`src/design/gradient_colormap_lookup_macros.svh`:
```
// ----------------------------------------------------------------------------
// Gradient colormap lookup assertion macros
// Shared concurrent assertion forms for the colormap lookup block.
// ----------------------------------------------------------------------------
`ifndef GRADIENT_COLORMAP_LOOKUP_MACROS_SVH
`define GRADIENT_COLORMAP_LOOKUP_MACROS_SVH

// same-cycle implication
`define GCL_ASSERT_IMP(lbl, clk, rst, a, b) \
   lbl: assert property (@(posedge clk) disable iff (rst) (a) |-> (b)) \
      else $error("assertion failed");

// next-cycle implication
`define GCL_ASSERT_NEXT(lbl, clk, rst, a, b) \
   lbl: assert property (@(posedge clk) disable iff (rst) (a) |=> (b)) \
      else $error("assertion failed");

`endif

```
`src/design/gcl_pkg.sv`:
```
// ----------------------------------------------------------------------------
// Gradient colormap lookup package
// Sizes, register indexes, mode codes and shared types.
// ----------------------------------------------------------------------------
package gcl_pkg;

   localparam int MAX_STOPS = 16;
   localparam int IDX_W     = $clog2(MAX_STOPS);
   localparam int CNT_W     = 5;
   localparam int POS_W     = 18;
   localparam int DIST_W    = 17;
   localparam int NUM_W     = 25;
   localparam int COLOR_W   = 32;
   localparam int QDEPTH    = 2;
   localparam int QPTR_W    = 1;
   localparam int CSR_IDX_W = 2;
   localparam int CSR_DAT_W = 5;

   localparam logic [CSR_IDX_W-1:0] CSR_MODE  = 2'd0;
   localparam logic [CSR_IDX_W-1:0] CSR_COUNT = 2'd1;

   localparam logic [1:0] MODE_CLIP    = 2'd0;
   localparam logic [1:0] MODE_REPEAT  = 2'd1;
   localparam logic [1:0] MODE_MIRROR  = 2'd2;
   localparam logic [1:0] MODE_DIVERGE = 2'd3;

   localparam logic OP_WRITE = 1'b0;
   localparam logic OP_MAP   = 1'b1;

   typedef struct packed {
      logic                 is_write;
      logic                 lerp;
      logic [IDX_W-1:0]     left;
      logic [IDX_W-1:0]     right;
      logic [DIST_W-1:0]    span;
      logic [DIST_W-1:0]    offs;
      logic [COLOR_W-1:0]   color;
   } cmd_type;

   typedef enum logic [1:0] {
      ST_IDLE,
      ST_MUL,
      ST_DIV,
      ST_OUT
   } back_state_type;

endpackage

```
`src/design/gcl_queue.sv`:
```
// ----------------------------------------------------------------------------
// Colormap lookup command queue
// Short queue between the front end and the back end.
// ----------------------------------------------------------------------------
module gcl_queue (
   input  logic             clock,
   input  logic             reset,
   input  logic             push,
   input  gcl_pkg::cmd_type push_cmd,
   input  logic             pop,
   output gcl_pkg::cmd_type head,
   output logic             full,
   output logic             empty
);
   import gcl_pkg::*;

   cmd_type             slot_ff [QDEPTH];
   logic [QPTR_W-1:0]   wr_ff, wr_in, rd_ff, rd_in;
   logic [QPTR_W:0]     cnt_ff, cnt_in;

   assign full  = (cnt_ff == (QPTR_W+1)'(QDEPTH));
   assign empty = (cnt_ff == '0);
   assign head  = slot_ff[rd_ff];

   always_comb begin
      wr_in  = (push && !full) ? wr_ff + QPTR_W'(1) : wr_ff;
      rd_in  = (pop && !empty) ? rd_ff + QPTR_W'(1) : rd_ff;
      cnt_in = cnt_ff + (QPTR_W+1)'(push && !full) - (QPTR_W+1)'(pop && !empty);
   end

   always_ff @(posedge clock) begin
      if (reset) begin
         wr_ff  <= '0;
         rd_ff  <= '0;
         cnt_ff <= '0;
      end else begin
         wr_ff  <= wr_in;
         rd_ff  <= rd_in;
         cnt_ff <= cnt_in;
      end
   end

   always_ff @(posedge clock) begin
      if (push && !full) begin
         slot_ff[wr_ff] <= push_cmd;
      end
   end
endmodule

```
`config.mk`:
```
export PLATFORM = sky130hd
export DESIGN_NAME = gcl_queue
export DESIGN_NICKNAME = d
export VERILOG_FILES = /design/src/design/gradient_colormap_lookup_macros.svh /design/src/design/gcl_pkg.sv /design/src/design/gcl_queue.sv
export SDC_FILE = /design/constraint.sdc
export NUM_CORES = 1
export LEC_CHECK = 0
export BUFFER_PORTS_ARGS = -buffer_cell sky130_fd_sc_hd__buf_2
export CORE_MARGIN = 2
export CORE_UTILIZATION = 44
export DETAILED_ROUTE_END_ITERATION = 16
export PLACE_DENSITY = 0.77
export SLEW_MARGIN = 20
export SYNTH_ARGS = -nofsm -noshare
export SYNTH_HDL_FRONTEND = slang
export SYNTH_SLANG_ARGS = --single-unit
```
`constraint.sdc`:
```
create_clock -name clock -period 3.7 [get_ports clock]
set_input_delay 0.74 -clock clock [delete_from_list [all_inputs] [get_ports clock]]
set_output_delay 0.74 -clock clock [all_outputs]
set_load 0.01 [all_outputs]
```
==> flow_summary.yaml <==
drt:
  ant_nets: 0
  drt_wl_total_um: 9840
  first_pass_iters: 4
  drt-vias-per-instance: 4.74
  drt_iter0_drc: 182
  drcViolationCount: 0
  vias: 2921
  wl_per_cell_um: 16.0
timing:
  rsz0062_at_grt: "no"
  tightest_slew_ns: 1.06
  min_period_ns: 2.78
  slew_headroom_pct: 29.1
  fmax_ghz: 0.359
  finalHoldViolCount: 0
  finalSetupViolCount: 0
  setup_ws_ns: 0.918
  maxSlewViolCount: 0
  fin_crit_sh_pct: 75.2
  tns_ns: 0
  clock_skew_ns: 0.00665
yosys:
  synth_fp_nets: 345
  syn-cell-area_um2: 5720
  synth_seq_cells: 157
  synthCells: 263
  avgSynthCellArea_um2: 21.8
  yosysSeqAreaShare_pct: 81.5
  ys_types: 22
  ys_warn_count: 0
clocking:
  clkSinkCount: 157
  cts-hold-fix-buffers: 0
  post-cts-setup-buffers: 0
  cts_made_buffers: 17
  clk_path_buf_depth: 2
  path_clk_slew_ns: 0.06
  post_cts_resized: 0
  clkLatencyLatePin_ns: 0.41
  cts-root-buf: "clkbuf_16"
  htree_levels: 4
  cts_tree: "done"
die:
  start_util_pct: 45.2
  core_area_um2: 12700
  ios: 158
  die_w_um: 118
  die_h_um: 118
  die_area_um2: 13900
  rows: 41
global_route:
  antenna_found_initial: 0
  grt_pass1_vias: 3050
  gr-total-overflow: 0
  grt_max_degree: 77
  groute.layer.met1.usage_pct: 16.3
  grtUsageTotal_pct: 14.3
  grt_pass1_wl_um: 15200
  top_usage_layer: "met2"
  grtUsageMet2_pct: 23.8
  grtUsageMet3_pct: 6.49
final_layout:
  diodes: 0
  drive_gt1_share_pct: 60.1
  final_cell_mix: "157 x buf_2, 152 x edfxtp_1, 76 x mux2_2"
  area_growth_pct: 27.0
  utilization_pct: 57.3
  layout_commonest_cell: "buf_2"
  num-nets-final: 514
power:
  power.density_nw_per_um2: 726
  power_mw: 5.27
  max-vdd-ir-drop_mv: 0.379
  p_leak_nw: 2.73
place:
  gp_congestion: 0.697
  dp_hpwl_um: 6120
  port_buffers: 157
  dp_slack_ns: 1.34
critical_path:
  crit_slowest_cell: "dfxtp_4"
  critPathArrivalTime_ns: 2.04
  crit_required_ns: 2.96
  startpoint_type: "flip-flop"
  crit_fanout: 76
  crit_type: "flip-flop to output pin"
  end_kind: "output pin"
  critPathMaxStageDelay_ns: 1.03
  path_cells: "mux2_2, buf_2"
  rrSetupSlack_ns: 1.81
run_status:
  status: "completed"
job:
  drv_cap: 0
worst_hold_path:
  hold_path_class: "flip-flop to flip-flop"
[worst max-delay path: cells and delay by family, from the launching register on]
kind | cells | cell delay (ns)
flops | 1 | 1.03
buf+inv | 1 | 0.14
mux | 1 | 0.43
[logic make-up after synthesis]
group	share of synthesized area (%)
DFF	81.5
muxes	15.0
buffers and inverters	1.44
and+or+nand+nor	1.03
AOI/OAI and AO/OA	0.306
xor gates and xnor gates	0.306
adders and majority gates	0.437
[per-stage QoR]
stage | instances | hold WS, ns | instance area, um2
2_1_floorplan | 263 | 0.451 | 5720
3_3_place_gp | 585 | 0.472 | 6680
3_5_place_dp | 585 | 0.492 | 6680
4_1_cts | 616 | 0.491 | 7260
5_1_grt | 616 | 0.484 | 7260
6_report | 616 | 0.495 | 7260
[sequential cells by signal, indices dropped and copies added, names as in the netlist, named ones only]
name,count
cnt_ff,2
rd_ff,1
slot_ff,152
wr_ff,1
[synthesized netlist by cell type]
library cell | instances | area share (%)
a21oi_1 | 1 | 0.087
and2_1 | 1 | 0.11
and3_2 | 1 | 0.13
buf_2 | 3 | 0.26
buf_4 | 1 | 0.13
buf_6 | 4 | 0.79
dfxtp_1 | 5 | 1.7
edfxtp_1 | 152 | 80
ha_1 | 2 | 0.44
inv_1 | 3 | 0.20
inv_2 | 1 | 0.066
mux2_2 | 76 | 15
nand2_1 | 1 | 0.066
nand2b_2 | 1 | 0.15
nor2_1 | 4 | 0.26
nor2b_1 | 1 | 0.11
nor3_1 | 1 | 0.087
o21a_1 | 1 | 0.13
o21ai_0 | 1 | 0.087
or3_1 | 1 | 0.11
xnor2_1 | 1 | 0.15
xor2_1 | 1 | 0.15
[routing by layer]
| metal | up-vias | part of all wire, % |
|---|---|---|
| li1 | 1372 | - |
| met1 | 1432 | 41 |
| met2 | 106 | 51 |
| met3 | 11 | 7.1 |
| met4 | 0 | 1.1 |
| met5 | - | 0 |
[final timing paths]
kind / from / endpoint / depth (start not counted)
setup reg to reg: cnt_ff[0] / slot_ff[1][13] / 2
hold reg to reg: wr_ff / wr_ff / 2
setup / recovery: flip-flop / head[45] / 2
hold / removal: wr_ff / wr_ff / 2
[where the power goes]
| part | switching, mW | leakage, nW | internal, mW |
|---|---|---|---|
| sequential | 0.185 | 1.46 | 2.27 |
| clock | 0.640 | 0.284 | 1.05 |
| combinational | 0.545 | 0.983 | 0.580 |
| total | 1.37 | 2.73 | 3.90 |
[layout make-up]
type / count / area, um2
multi-input combinational: 94 / 978
clock inverter: 12 / 148
fill: 1003 / 5410
clock buffer: 19 / 433
tap: 172 / 215
sequential: 157 / 4670
inverter: 4 / 16.3
timing repair buffer: 158 / 806
(Power assumes the default switching activity.)
