$ cat src/design/gradient_colormap_lookup_macros.svh
// ----------------------------------------------------------------------------
// Gradient colormap lookup assertion macros
// Shared concurrent assertion forms for the colormap lookup block.
// ----------------------------------------------------------------------------
`ifndef GRADIENT_COLORMAP_LOOKUP_MACROS_SVH
`define GRADIENT_COLORMAP_LOOKUP_MACROS_SVH

// same-cycle implication
`define GCL_ASSERT_IMP(lbl, clk, rst, a, b) \
   lbl: assert property (@(posedge clk) disable iff (rst) (a) |-> (b)) \
      else $error("assertion failed");

// next-cycle implication
`define GCL_ASSERT_NEXT(lbl, clk, rst, a, b) \
   lbl: assert property (@(posedge clk) disable iff (rst) (a) |=> (b)) \
      else $error("assertion failed");

`endif

$ cat src/design/gcl_pkg.sv
// ----------------------------------------------------------------------------
// Gradient colormap lookup package
// Sizes, register indexes, mode codes and shared types.
// ----------------------------------------------------------------------------
package gcl_pkg;

   localparam int MAX_STOPS = 16;
   localparam int IDX_W     = $clog2(MAX_STOPS);
   localparam int CNT_W     = 5;
   localparam int POS_W     = 18;
   localparam int DIST_W    = 17;
   localparam int NUM_W     = 25;
   localparam int COLOR_W   = 32;
   localparam int QDEPTH    = 2;
   localparam int QPTR_W    = 1;
   localparam int CSR_IDX_W = 2;
   localparam int CSR_DAT_W = 5;

   localparam logic [CSR_IDX_W-1:0] CSR_MODE  = 2'd0;
   localparam logic [CSR_IDX_W-1:0] CSR_COUNT = 2'd1;

   localparam logic [1:0] MODE_CLIP    = 2'd0;
   localparam logic [1:0] MODE_REPEAT  = 2'd1;
   localparam logic [1:0] MODE_MIRROR  = 2'd2;
   localparam logic [1:0] MODE_DIVERGE = 2'd3;

   localparam logic OP_WRITE = 1'b0;
   localparam logic OP_MAP   = 1'b1;

   typedef struct packed {
      logic                 is_write;
      logic                 lerp;
      logic [IDX_W-1:0]     left;
      logic [IDX_W-1:0]     right;
      logic [DIST_W-1:0]    span;
      logic [DIST_W-1:0]    offs;
      logic [COLOR_W-1:0]   color;
   } cmd_type;

   typedef enum logic [1:0] {
      ST_IDLE,
      ST_MUL,
      ST_DIV,
      ST_OUT
   } back_state_type;

endpackage

$ cat src/design/gcl_ram.sv
// ----------------------------------------------------------------------------
// Generic RAM
// One write port, one read port with registered read data.
// ----------------------------------------------------------------------------
module gcl_ram #(
   parameter int WIDTH = 32,
   parameter int DEPTH = 16
) (
   input  logic                     clock,
   input  logic                     we,
   input  logic [$clog2(DEPTH)-1:0] waddr,
   input  logic [WIDTH-1:0]         wdata,
   input  logic [$clog2(DEPTH)-1:0] raddr,
   output logic [WIDTH-1:0]         rdata
);
   logic [WIDTH-1:0] mem_ff [DEPTH];
   logic [WIDTH-1:0] rdata_ff;

   always_ff @(posedge clock) begin
      if (we) begin
         mem_ff[waddr] <= wdata;
      end
      rdata_ff <= mem_ff[raddr];
   end

   assign rdata = rdata_ff;
endmodule

$ cat src/design/gcl_back.sv
// ----------------------------------------------------------------------------
// Colormap lookup back end
// Owns stop colors, interpolates the channels and holds the result.
// ----------------------------------------------------------------------------
`include "gradient_colormap_lookup_macros.svh"

module gcl_back (
   input  logic             clock,
   input  logic             reset,
   input  gcl_pkg::cmd_type head,
   input  logic             q_empty,
   output logic             q_pop,
   input  logic             rsp_pop,
   output logic             rsp_empty,
   output logic [7:0]       rsp_red,
   output logic [7:0]       rsp_green,
   output logic [7:0]       rsp_blue,
   output logic [7:0]       rsp_alpha
);
   import gcl_pkg::*;

   back_state_type state_ff, state_in;
   logic           ram_we, load_out;
   logic [COLOR_W-1:0] col_l, col_r;

   logic               lerp_ff;
   logic [DIST_W-1:0]  d_ff, t_ff;
   logic [2:0]         bit_ff;
   logic [NUM_W-1:0]   rem_ff [4];
   logic [7:0]         q_ff [4];
   logic [COLOR_W-1:0] res_ff;
   logic               valid_ff, valid_in;
   logic [COLOR_W-1:0] out_ff;

   logic signed [26:0] num [4];
   logic [NUM_W-1:0]   dsh;

   gcl_ram #(.WIDTH(COLOR_W), .DEPTH(MAX_STOPS)) u_ram_l (
      .clock(clock), .we(ram_we), .waddr(head.left), .wdata(head.color),
      .raddr(head.left), .rdata(col_l)
   );

   gcl_ram #(.WIDTH(COLOR_W), .DEPTH(MAX_STOPS)) u_ram_r (
      .clock(clock), .we(ram_we), .waddr(head.left), .wdata(head.color),
      .raddr(head.right), .rdata(col_r)
   );

   always_comb begin
      state_in = state_ff;
      case (state_ff)
         ST_IDLE: begin
            if (!q_empty && !head.is_write) begin
               state_in = ST_MUL;
            end
         end
         ST_MUL:  state_in = lerp_ff ? ST_DIV : ST_OUT;
         ST_DIV: begin
            if (bit_ff == '0) begin
               state_in = ST_OUT;
            end
         end
         ST_OUT: begin
            if (load_out) begin
               state_in = ST_IDLE;
            end
         end
         default: state_in = ST_IDLE;
      endcase
   end

   always_comb begin
      q_pop    = 1'b0;
      ram_we   = 1'b0;
      load_out = 1'b0;
      case (state_ff)
         ST_IDLE: begin
            q_pop  = !q_empty;
            ram_we = !q_empty && head.is_write;
         end
         ST_OUT:  load_out = !valid_ff || rsp_pop;
         default: ;
      endcase
   end

   always_comb begin
      for (int c = 0; c < 4; c++) begin
         num[c] = $signed({19'd0, col_l[8*c +: 8]}) * $signed({10'd0, d_ff})
                + ($signed({19'd0, col_r[8*c +: 8]}) - $signed({19'd0, col_l[8*c +: 8]}))
                  * $signed({10'd0, t_ff});
      end
      dsh = NUM_W'(d_ff) << bit_ff;
   end

   always_ff @(posedge clock) begin
      if (reset) begin
         state_ff <= ST_IDLE;
      end else begin
         state_ff <= state_in;
      end
   end

   always_ff @(posedge clock) begin
      case (state_ff)
         ST_IDLE: begin
            lerp_ff <= head.lerp;
            d_ff    <= head.span;
            t_ff    <= head.offs;
            bit_ff  <= 3'd7;
         end
         ST_MUL: begin
            res_ff <= col_l;
            for (int c = 0; c < 4; c++) begin
               rem_ff[c] <= (num[c] < 0) ? '0 : NUM_W'(num[c]);
               q_ff[c]   <= '0;
            end
         end
         ST_DIV: begin
            bit_ff <= bit_ff - 3'd1;
            for (int c = 0; c < 4; c++) begin
               if (rem_ff[c] >= dsh) begin
                  rem_ff[c]         <= rem_ff[c] - dsh;
                  q_ff[c][bit_ff]   <= 1'b1;
               end
            end
         end
         default: ;
      endcase
   end

   assign valid_in = load_out | (valid_ff & ~rsp_pop);

   always_ff @(posedge clock) begin
      if (reset) begin
         valid_ff <= 1'b0;
      end else begin
         valid_ff <= valid_in;
      end
   end

   always_ff @(posedge clock) begin
      if (load_out) begin
         out_ff <= lerp_ff ? {q_ff[3], q_ff[2], q_ff[1], q_ff[0]} : res_ff;
      end
   end

   assign rsp_empty = ~valid_ff;
   assign rsp_red   = out_ff[7:0];
   assign rsp_green = out_ff[15:8];
   assign rsp_blue  = out_ff[23:16];
   assign rsp_alpha = out_ff[31:24];

   `GCL_ASSERT_IMP(a_pop_idle, clock, reset, q_pop, state_ff == ST_IDLE)
   `GCL_ASSERT_NEXT(a_load_valid, clock, reset, load_out, valid_ff)
   `GCL_ASSERT_IMP(a_div_lerp, clock, reset, state_ff == ST_DIV, lerp_ff)
   `GCL_ASSERT_NEXT(a_write_stays, clock, reset, ram_we, state_ff == ST_IDLE)
endmodule

$ cat config.mk
export PLATFORM = sky130hd
export DESIGN_NAME = gcl_back
export DESIGN_NICKNAME = d
export VERILOG_FILES = /design/src/design/gcl_pkg.sv /design/src/design/gcl_ram.sv /design/src/design/gcl_back.sv
export VERILOG_INCLUDE_DIRS = /design/src /design/src/design
export SDC_FILE = /design/constraint.sdc
export NUM_CORES = 2
export LEC_CHECK = 0
export BUFFER_PORTS_ARGS = -buffer_cell sky130_fd_sc_hd__buf_2
export CAP_MARGIN = 30
export CORE_MARGIN = 2
export CORE_UTILIZATION = 60
export CTS_BUF_LIST = sky130_fd_sc_hd__clkbuf_8
export CTS_CLUSTER_DIAMETER = 60
export CTS_CLUSTER_SIZE = 40
export DETAILED_ROUTE_END_ITERATION = 10
export PLACE_DENSITY = 0.76
export SETUP_SLACK_MARGIN = 0.05
export SKIP_CTS_REPAIR_TIMING = 1
export SYNTH_ARGS = -nofsm -noshare
export SYNTH_HDL_FRONTEND = slang
export SYNTH_HIERARCHICAL = 1
export SYNTH_SLANG_ARGS = --single-unit
$ cat constraint.sdc
create_clock -name clock -period 16.81 [get_ports clock]
set_input_delay 0 -clock clock [delete_from_list [all_inputs] [get_ports clock]]
set_output_delay 0 -clock clock [all_outputs]
set_load 0.05 [all_outputs]
==> results.py <==
metrics = {
    "status": {
        "status": "finished, violations left",
        "violations": "negative hold slack",
    },
    "setup_path": {
        "cp_slowest_cell": "nand2_1",
        "critical-path-max-stage-delay_ns": 0.62,
        "critPathRequiredTime_ns": 17.44,
        "start_kind": "flip-flop",
        "endpoint_kind": "flip-flop",
        "crit_type": "flip-flop to flip-flop",
        "path_max_fanout": 35,
        "cp_common_cell": "fa_1",
        "critical_path_arrival_ns": 10.56,
    },
    "detailed_routing": {
        "drt_iter0_drc": 6097,
        "vias_per_cell": 6.11,
        "drc": 0,
        "wl_per_cell_microns": 24.8,
        "drtPass1Iterations": 6,
        "drt_wl_total_microns": 246000,
        "ant_nets": 0,
        "dr_total_vias": 60600,
    },
    "finish": {
        "drive_gt1_share_pct": 10.6,
        "syn_to_final_growth_pct": 7.40,
        "fillers": 11600,
        "num-nets-final": 9350,
        "fin_cells": 9916,
        "stdcell_area_sq_um": 101000,
        "layout_common_cells": "edfxtp_1 (1,234), inv_1 (1,097), fa_1 (880), nand2_1 (617), ha_1 (612)",
        "final_common_cell": "edfxtp_1",
    },
    "place": {
        "dp_slack_ns": 6.97,
        "port_buffers": 113,
        "dp.cells": 9617,
        "place_hpwl_microns": 170000,
        "gp_congestion": 0.945,
        "placed_area_sq_um": 97700,
    },
    "worst_hold_path": {
        "hold_class": "input port to flip-flop",
    },
    "clock_tree": {
        "cts_buffers": 89,
        "cts.clk_slew.worst_paths_ns": 0.11,
        "cts.path.max_buffers": 3,
        "h-tree-depth": 3,
        "cts_tree": "done",
        "clock-root-buffer": "clkbuf_8",
        "clock_latency_ns": 0.92,
        "cts_num_sinks": 1325,
    },
    "yosys": {
        "yosysWarnings": 6,
        "synth_seq_area_share_pct": 41.2,
        "ys_types": 81,
        "syn_inst": 7611,
        "syn_area_per_cell_sq_um": 12.4,
        "syn_area_sq_um": 94300,
        "yosys_register_bits": 1325,
        "synth_flop_cell": "edfxtp_1",
        "synth_edf_count": 1234,
        "syn-num-nets": 9185,
        "synth-async-reset-ratio_pct": 0,
    },
    "timing": {
        "rsz0062_at_grt": "no",
        "min_period_ns": 9.92,
        "setup_viol": 0,
        "relSlewSlack_pct": 26.6,
        "worst_slack_ns": 6.89,
        "hold_violations": 3,
        "worst_hold_slack_ns": -0.0703,
        "finalSetupTns_ns": 0,
        "period_share_pct": 59.0,
        "tightest_slew_ns": 1.10,
        "max_clock_freq_mhz": 101,
        "fin_skew_ns": 0.113,
        "drv_slew": 0,
    },
    "floorplanning": {
        "core.rowCount": 145,
        "fp.dieH_microns": 400,
        "floorplan.initialDensity_pct": 60.3,
        "io_pins": 114,
        "die-width_microns": 400,
        "die-area_sq_um": 160000,
        "core_sq_um": 156000,
    },
    "flow_run": {
        "max_cap_viol_count": 0,
    },
    "global_route": {
        "grt_pass1_vias": 61700,
        "grtUsageTotal_pct": 30.9,
        "grt.overflow.total": 0,
        "antenna_found_initial": 11,
        "grt_pass1_wl_microns": 372000,
        "grt_max_degree": 65,
    },
}
==> layout make-up <==
| class | count | area [sq um] | area share [%] |
|---|---|---|---|
| Multi-Input combinational cell | 4861 | 50200 | 49.6 |
| Inverter | 1095 | 4110 | 4.06 |
| Clock buffer | 92 | 1270 | 1.25 |
| Clock inverter | 75 | 987 | 0.975 |
| Sequential cell | 1325 | 38900 | 38.4 |
| Timing Repair Buffer | 404 | 3170 | 3.13 |
| Antenna cell | 6 | 15.0 | 0.0148 |
| Tap cell | 2058 | 2570 | 2.54 |
==> worst max-delay path: cells and delay by family, from the launching register on <==
family / cells / cell delay, ns
fa+ha+maj: 9 / 3.82
xor+xnor: 2 / 0.61
flops: 1 / 0.40
compound gates: 11 / 2.80
buf+inv: 6 / 0.55
simple gates: 6 / 1.47
==> state kept, by name, indices dropped and copies added (netlist names) <==
register        cells
q_ff               32
lerp_ff             1
u_ram_r/rdata      32
u_ram_l/mem_ff    512
u_ram_r/mem_ff    512
valid_ff            1
u_ram_l/rdata      32
res_ff             32
t_ff               17
rem_ff            100
d_ff               17
bit_ff              3
out_ff             32
state_ff            2
==> cell families after synthesis <==
logic type               synth area share [%]
AND/OR/NAND/NOR                          10.1
adder cells (fa/ha/maj)                  26.8
buffers and inverters                    5.84
flip-flops                               41.2
AO/OA/AOI/OAI                            6.55
multiplexers                             6.95
XOR/XNOR                                 2.49
==> synthesized netlist by cell type (all sizes together), types with 34 or more instances <==
cell | instances | share of area (%)
edfxtp | 1234 | 39
inv | 1094 | 4.4
fa | 880 | 19
nand2 | 617 | 2.5
ha | 614 | 8.1
and2 | 602 | 4.0
mux4 | 265 | 6.3
clkbuf | 256 | 1.0
a21oi | 233 | 1.2
nand2b | 183 | 1.2
nor2 | 151 | 0.60
xor2 | 136 | 1.3
a22oi | 132 | 1.1
xnor2 | 132 | 1.2
a21o | 124 | 0.99
o21ai | 118 | 0.63
o22ai | 106 | 0.70
dfxtp | 91 | 1.9
buf | 74 | 0.46
nor3 | 66 | 0.35
nand3 | 60 | 0.32
nor2b | 47 | 0.31
o21bai | 46 | 0.37
mux2 | 34 | 0.41
==> stage by stage <==
| step | hold WS (ns) | utilization [%] |
|---|---|---|
| floorplan | 0.0724 | - |
| global placement | 0.180 | 62.5 |
| detailed placement | 0.178 | 62.5 |
| CTS | -0.756 | 64.0 |
| global route | 0.00650 | 64.8 |
| finish | -0.0703 | 64.8 |
==> metal layers <==
metal / vias to the layer above / routed length [microns] / track usage, %
li1: 26300 / - / -
met1: 30900 / 94200 / 40.6
met2: 2747 / 116000 / 50.6
met3: 562 / 20900 / 5.10
met4: 10 / 13900 / 14.3
met5: - / 57 / 0
==> worst paths after layout <==
check,startpoint,cells past startpoint,to,slack (ns)
worst min-delay path,q_empty,8,state_ff[1],-0.07
worst max-delay path,d_ff[3],34,rem_ff[0][6],6.89
worst min register to register,q_ff[0][0],2,q_ff[0][0],0.48
worst max register to register,d_ff[3],34,rem_ff[0][6],6.89
Power is left out: the tool's default activity adds up to more than one toggle a clock period on the data nets, which glitch-free logic cannot reach.
