===== config.mk =====
export PLATFORM = sky130hd
export DESIGN_NAME = gcl_front
export DESIGN_NICKNAME = d
export VERILOG_FILES = /design/src/design/gradient_colormap_lookup_macros.svh /design/src/design/gcl_pkg.sv /design/src/design/gcl_front.sv
export SDC_FILE = /design/constraint.sdc
export NUM_CORES = 1
export LEC_CHECK = 0
export BUFFER_PORTS_ARGS = -buffer_cell sky130_fd_sc_hd__buf_2
export CORE_ASPECT_RATIO = 2
export CORE_UTILIZATION = 63
export DETAILED_ROUTE_END_ITERATION = 7
export GPL_TIMING_DRIVEN = 0
export PLACE_DENSITY = 0.83
export SLEW_MARGIN = 20
export SYNTH_ARGS = -nofsm -noshare
export SYNTH_HDL_FRONTEND = slang
export SYNTH_SLANG_ARGS = --single-unit

===== constraint.sdc =====
create_clock -name clock -period 24.2 [get_ports clock]
set_input_delay 4.84 -clock clock [delete_from_list [all_inputs] [get_ports clock]]
set_output_delay 4.84 -clock clock [all_outputs]
set_load 0.05 [all_outputs]

===== src/design/gradient_colormap_lookup_macros.svh =====
// ----------------------------------------------------------------------------
// Gradient colormap lookup assertion macros
// Shared concurrent assertion forms for the colormap lookup block.
// ----------------------------------------------------------------------------
`ifndef GRADIENT_COLORMAP_LOOKUP_MACROS_SVH
`define GRADIENT_COLORMAP_LOOKUP_MACROS_SVH

// same-cycle implication
`define GCL_ASSERT_IMP(lbl, clk, rst, a, b) \
   lbl: assert property (@(posedge clk) disable iff (rst) (a) |-> (b)) \
      else $error("assertion failed");

// next-cycle implication
`define GCL_ASSERT_NEXT(lbl, clk, rst, a, b) \
   lbl: assert property (@(posedge clk) disable iff (rst) (a) |=> (b)) \
      else $error("assertion failed");

`endif


===== src/design/gcl_pkg.sv =====
// ----------------------------------------------------------------------------
// Gradient colormap lookup package
// Sizes, register indexes, mode codes and shared types.
// ----------------------------------------------------------------------------
package gcl_pkg;

   localparam int MAX_STOPS = 16;
   localparam int IDX_W     = $clog2(MAX_STOPS);
   localparam int CNT_W     = 5;
   localparam int POS_W     = 18;
   localparam int DIST_W    = 17;
   localparam int NUM_W     = 25;
   localparam int COLOR_W   = 32;
   localparam int QDEPTH    = 2;
   localparam int QPTR_W    = 1;
   localparam int CSR_IDX_W = 2;
   localparam int CSR_DAT_W = 5;

   localparam logic [CSR_IDX_W-1:0] CSR_MODE  = 2'd0;
   localparam logic [CSR_IDX_W-1:0] CSR_COUNT = 2'd1;

   localparam logic [1:0] MODE_CLIP    = 2'd0;
   localparam logic [1:0] MODE_REPEAT  = 2'd1;
   localparam logic [1:0] MODE_MIRROR  = 2'd2;
   localparam logic [1:0] MODE_DIVERGE = 2'd3;

   localparam logic OP_WRITE = 1'b0;
   localparam logic OP_MAP   = 1'b1;

   typedef struct packed {
      logic                 is_write;
      logic                 lerp;
      logic [IDX_W-1:0]     left;
      logic [IDX_W-1:0]     right;
      logic [DIST_W-1:0]    span;
      logic [DIST_W-1:0]    offs;
      logic [COLOR_W-1:0]   color;
   } cmd_type;

   typedef enum logic [1:0] {
      ST_IDLE,
      ST_MUL,
      ST_DIV,
      ST_OUT
   } back_state_type;

endpackage


===== src/design/gcl_front.sv =====
// ----------------------------------------------------------------------------
// Colormap lookup front end
// Holds configuration and stop positions, maps samples and brackets them.
// ----------------------------------------------------------------------------
module gcl_front (
   input  logic                       clock,
   input  logic                       reset,
   input  logic                       csr_we,
   input  logic [gcl_pkg::CSR_IDX_W-1:0] csr_index,
   input  logic [gcl_pkg::CSR_DAT_W-1:0] csr_data,
   input  logic                       accept,
   input  logic                       opcode,
   input  logic [3:0]                 stop_index,
   input  logic signed [15:0]         stop_position,
   input  logic [7:0]                 stop_red,
   input  logic [7:0]                 stop_green,
   input  logic [7:0]                 stop_blue,
   input  logic [7:0]                 stop_alpha,
   input  logic signed [15:0]         sample,
   output gcl_pkg::cmd_type           cmd
);
   import gcl_pkg::*;

   logic [1:0]       mode_ff, mode_in;
   logic [CNT_W-1:0] count_ff, count_in;
   logic [15:0]      pos_ff [MAX_STOPS];

   logic [CNT_W-1:0]        n;
   logic [IDX_W-1:0]        last;
   logic signed [POS_W-1:0] s;
   logic signed [POS_W-1:0] p [MAX_STOPS];
   logic [MAX_STOPS-1:0]    gt, above;
   logic [IDX_W-1:0]        r, l;
   logic signed [POS_W-1:0] pl, pr;
   logic signed [POS_W:0]   d, t;
   logic signed [16:0]      v, av;

   always_comb begin
      mode_in  = mode_ff;
      count_in = count_ff;
      if (csr_we && csr_index == CSR_MODE) begin
         mode_in = csr_data[1:0];
      end
      if (csr_we && csr_index == CSR_COUNT) begin
         count_in = csr_data[CNT_W-1:0];
      end
   end

   always_ff @(posedge clock) begin
      if (reset) begin
         mode_ff  <= MODE_CLIP;
         count_ff <= CNT_W'(1);
      end else begin
         mode_ff  <= mode_in;
         count_ff <= count_in;
      end
   end

   always_ff @(posedge clock) begin
      if (accept && opcode == OP_WRITE && {1'b0, stop_index} < 5'(MAX_STOPS)) begin
         pos_ff[stop_index[IDX_W-1:0]] <= stop_position;
      end
   end

   always_comb begin
      if (count_ff == '0) begin
         n = CNT_W'(1);
      end else if (count_ff > CNT_W'(MAX_STOPS)) begin
         n = CNT_W'(MAX_STOPS);
      end else begin
         n = count_ff;
      end
      last = IDX_W'(n - CNT_W'(1));
   end

   always_comb begin
      v  = {sample[15], sample};
      av = v[16] ? -v : v;
      if (av > 17'sd32767) begin
         av = 17'sd32767;
      end
      case (mode_ff)
         MODE_REPEAT:  s = $signed({5'd0, sample[11:0], 1'b0});
         MODE_MIRROR:  s = $signed({av, 1'b0});
         MODE_DIVERGE: s = POS_W'(v) + POS_W'(4096);
         default:      s = $signed({v, 1'b0});
      endcase
   end

   always_comb begin
      for (int i = 0; i < MAX_STOPS; i++) begin
         p[i]     = $signed({pos_ff[i][15], pos_ff[i], 1'b0});
         gt[i]    = p[i] > s;
         above[i] = gt[i] && (CNT_W'(i) < n);
      end
   end

   always_comb begin
      r = last;
      for (int i = MAX_STOPS - 1; i >= 0; i--) begin
         if (above[i]) begin
            r = IDX_W'(i);
         end
      end
      l  = r - IDX_W'(1);
      pl = '0;
      pr = '0;
      for (int i = 0; i < MAX_STOPS; i++) begin
         if (IDX_W'(i) == l) begin
            pl = p[i];
         end
         if (IDX_W'(i) == r) begin
            pr = p[i];
         end
      end
      d = {pr[POS_W-1], pr} - {pl[POS_W-1], pl};
      t = {s[POS_W-1], s} - {pl[POS_W-1], pl};
   end

   always_comb begin
      cmd.is_write = (opcode == OP_WRITE);
      cmd.color    = {stop_alpha, stop_blue, stop_green, stop_red};
      cmd.span     = d[DIST_W-1:0];
      cmd.offs     = t[DIST_W-1:0];
      cmd.lerp     = 1'b0;
      cmd.right    = r;
      if (opcode == OP_WRITE) begin
         cmd.left = stop_index[IDX_W-1:0];
      end else if (n == CNT_W'(1) || s <= p[0]) begin
         cmd.left = '0;
      end else if (!gt[last]) begin
         cmd.left = last;
      end else if (d <= 0) begin
         cmd.left = r;
      end else begin
         cmd.left = l;
         cmd.lerp = 1'b1;
      end
   end
endmodule


==> results of run 1 <==
-- Yosys cell counts, drive strengths merged, types with 8 or more instances --
master and instances:
ha 308, edfxtp 256, a21oi 231, nor2 206
nand2 166, o21ai 148, inv 97, clkbuf 86
nand3 66, a21o 60, buf 54, o211ai 54
nand4 52, nor3 41, a211oi 40, and3 32
a31oi 29, a22oi 27, a221o 26, o22ai 26
nor4 25, xnor2 21, mux2i 20, nor2b 20
nand2b 19, o21a 19, o221ai 19, a2bb2oi 18
and4 18, o31ai 18, a21boi 16, a22o 16
or3 16, a221oi 14, and2 11, mux2 11
a222oi 10, a211o 9, or2 9, a2111o 8
o2111ai 8, xor2 8
-- layer usage --
layer / global-route usage / GRT overflow
met1: 0.680 / 0
met2: 0.874 / 13
met3: 0.378 / 0
met4: 0.659 / 10
met5: 0.0650 / 0
-- metrics by stage --
step	util	setup WS (ns)	setup TNS, ns
after floorplan	-	1.60	0
after global placement	0.673	-2.43	-13.86
after detailed placement	0.679	-2.82	-19.66
after CTS	0.715	0.0242	0
-- repair_timing --
item	CTS
pin swaps	10
setup endpoints to repair	19
setup buffers	31
hold buffers	0
cloned	0
gates resized for setup	66
-- kinds of logic after synthesis --
group,share of synthesized area
buffers and inverters,0.0461
AO/OA/AOI/OAI,0.261
multiplexers,0.0163
AND/OR/NAND/NOR,0.153
flip-flops,0.341
adder cells (fa/ha/maj),0.170
other,0.000164
XOR/XNOR,0.0121
==> results.md, run 1 <==
- Status: did not finish
- Failing step: 5_1_grt
- Run Error: [ERROR GRT-0116] Global routing finished with congestion. Check the congestion regions in the DRC Viewer.
- Max H-tree Level: 1
- Synth top area share: 0.335
- Vias in the first global route: 25653
- Die Span Y: 272 um
- Synthesized cell area: 22900 um^2
- Num rows: 98
- Total track usage: 0.652
- Synth area leaders: edfxtp_1 34%, ha_1 17%, a21oi_1 5.0%
- Number of cells after detailed placement: 3035
- Seq cells post-synth: 263
- Pin count of the biggest net entering global routing: 18
- Cells after Synth: 2455
- Global placer's final weighted congestion: 1.16
- Synth async-reset ratio: 0
- DP Area: 24300 um^2
- Clock Path Buffers: 3
- Starting Density: 0.640
- Register area share after synthesis: 0.341
- Primary FF master, synth: edfxtp_1
- CTS Sinks: 263
- Chip width: 137 um
- Mapped Avg Cell Area: 9.34 um^2
- Post-synth cell types: 107
- I/O Buffers: 119
- Number of synthesized flops with an enable pin: 256
- Area leader, netlist: edfxtp_1
- I/O pin cnt: 156
- Root buf cell: clkbuf_16
- First-pass GRT wire length: 174000 um
- Synthesis Warnings: 0
- Synth Net Count: 2843
- CTS Buf Count: 24
- Overall overflow remaining after global route: 23
- Estimated wirelength of the detail-placed design: 80000 um
==> run 2, diff against run 1 <==
CORE_ASPECT_RATIO = not set   (was 2)
CORE_UTILIZATION = 40   (was 63)
PLACE_DENSITY = not set   (was 0.83)
PLACE_DENSITY_LB_ADDON = 0.15   (was not set)
==> results.md, run 2 <==
- Status: completed
- Post-route DRC: 0
- DR iter-0 viols: 2536
- Number of synthesized flops with an enable pin: 256 (unchanged)
- F_max: 41.9 MHz
- Estimated wirelength of the detail-placed design: 78800 um (-1.5%)
- Slew Limit Headroom: 0.219
- Vias: 22751
- RSZ-0062 raised after global routing: no
- Starting Density: 0.406 (-0.234)
- Final hold violation count: 0
- Seq cells post-synth: 263 (unchanged)
- Insertion delay to the later sink of the worst-skew pair: 0.55 ns
- Final setup fails: 0
- Synthesized cell area: 22900 um^2 (unchanged)
- Die Span Y: 241 um (-11%)
- Core area: 56500 um^2
- Clock skew: 0 ns
- Post-synth cell types: 107 (unchanged)
- Pre-antenna DRT Iters: 8
- Overall overflow remaining after global route: 0
- Register area share after synthesis: 0.341 (unchanged)
- Cells after Synth: 2455 (unchanged)
- Final non-filler cell total: 3437
- Worst Setup SP: sample[6]
- Top-count cell post-synth: ha_1
- Worst EP arrival: 19.05 ns
- WL final: 106000 um
- Total track usage: 0.360
- CP Launch Type: input pin
- Max Cap Violations: 0
- Primary FF master, synth: edfxtp_1
- DRT antenna net count: 0
- Synth top cells by count: 308 x ha_1, 256 x edfxtp_1, 231 x a21oi_1
- Die area: 58300 um^2
- Clock Path Buffers: 3 (unchanged)
- Max-slew violation count: 0
- Nets: 3040
- Area leader, netlist: edfxtp_1
- Worst Path Class, Setup: in2out
- Critical Path Slowest Stage Cell: or4_1
- Worst Path Max Fanout: 19
- Minimum clock period: 23.89 ns
- Least-Margin Pin Slew: 1.16 ns
- Chip width: 241 um (+76%)
- Vias/cell: 6.62
- Max VDD drop: 0.241 mV
- Worst hold path class: reg2reg
- Num rows: 87 (-11%)
- Max reg flops: 256
- Initial antenna violation count: 3
- Share of cells above drive strength 1: 0.164
- Max H-tree Level: 2 (+1)
- I/O pin cnt: 156 (unchanged)
- Vias in the first global route: 21413
- Worst-path clk slew: 0.05 ns
- Leakage power: 10.6 nW
- Reg-to-Reg Start: mode_ff[1]
- Synth area leaders: edfxtp_1 34%, ha_1 17%, a21oi_1 5.0%
- Fin crit share: 0.987
- Required @ worst endpoint: 19.36 ns
- CP Capture Type: output pin
- Synth top area share: 0.335 (unchanged)
- Mapped Avg Cell Area: 9.34 um^2 (unchanged)
- CTS Sinks: 263 (unchanged)
- Global placer's final weighted congestion: 1.07 (-8.2%)
- Most frequent cells in the layout: 305 x ha_1, 256 x edfxtp_1, 224 x a21oi_1, 191 x nor2_1, 164 x nand2_1
- Synth-to-layout area growth: 16.4%
- Total power draw: 3.18 mW
- Root buf cell: clkbuf_16
- Synth Net Count: 2843 (unchanged)
- Synth async-reset ratio: 0 (unchanged)
- I/O Buffers: 119 (unchanged)
- Worst reg-to-reg setup slack: 22.64 ns
- PwrDens: 119 nW/um^2
- Hold buffer count at CTS: 0 (unchanged)
- Hold path start: count_ff[0]
- Number of cells after detailed placement: 3342 (+10%)
- Wire per inst: 30.8 um
- CTS Buf Count: 36 (+50%)
- CP peak stage delay: 0.58 ns
- First-pass GRT wire length: 149000 um
- Minimum hold slack: 0.647 ns
- Pin count of the biggest net entering global routing: 20
- CTS tree: built
- Most common cell after layout, fill and taps aside: ha_1
- Synthesis Warnings: 0 (unchanged)
[run 2: cell counts after synthesis]
Identical to the previous run, type by type.
[run 2: path summary, 6_finish.rpt]
path / cells past startpoint / to
min reg2reg: 1 / count_ff[0]
max reg2reg: 4 / mode_ff[1]
max: 54 / cmd[71]
min: 1 / count_ff[0]
[run 2: critical path, delay by kind of cell]
kind / cells / cell delay, ns
adder cells (fa/ha/maj): 3 / 1.05
AO/OA/AOI/OAI: 19 / 4.84
buffers and inverters: 13 / 3.05
AND/OR/NAND/NOR: 18 / 4.81
multiplexers: 1 / 0.36
[run 2: timing repair]
action                     in CTS  in global routing
setup endpoints to repair      26                  5
resized for setup              70                 74
pin swaps                       8                 13
buffers inserted               30                  5
[run 2: area by class of cell]
cell class,count,area (um^2)
fill,5350,29800
multi-input combinational,1953,14500
sequential,263,7830
timing repair buffer,166,1100
tap,756,946
clock buffer,41,941
buffer,133,713
inverter,99,409
clock inverter,23,246
antenna,3,7.51
[run 2: stage by stage]
stage | setup TNS (ns) | setup slack (ns) | utilization | cell area [um^2]
global placement | -35.78 | -3.44 | 0.433 | 24500
detailed placement | -27.49 | -3.16 | 0.437 | 24700
finish | 0 | 0.314 | 0.472 | 26700
global route | 0 | 0.0260 | 0.472 | 26700
floorplan | 0 | 1.60 | - | 22900
CTS | 0 | 0.0499 | 0.468 | 26400
[run 2: power breakdown]
part,internal [mW],total [mW],switching [mW]
sequential,0.506,0.511,0.00555
combinational,0.631,2.12,1.49
clock,0.333,0.555,0.223
[run 2: routing by layer]
layer	vias up	share of wire	track usage
met2	1364	0.41	0.529
met1	11089	0.42	0.488
met3	242	0.11	0.0867
met4	4	0.058	0.190
met5	-	0.00025	0
li1	10052	-	-
[run 2: cell families (layout without fill, tap and decap cells)]
kind of cell / Yosys count / in the layout / share of synthesized area
AOI/OAI and AO/OA: 872 / 872 / 0.261
other: 1 / 4 / 0.000164
muxes: 33 / 33 / 0.0163
adders and majority gates: 312 / 312 / 0.170
buffers and inverters: 239 / 462 / 0.0461
xor gates and xnor gates: 30 / 30 / 0.0121
DFF: 263 / 263 / 0.341
and+or+nand+nor: 705 / 705 / 0.153
Power figures use the tool's default switching activity.
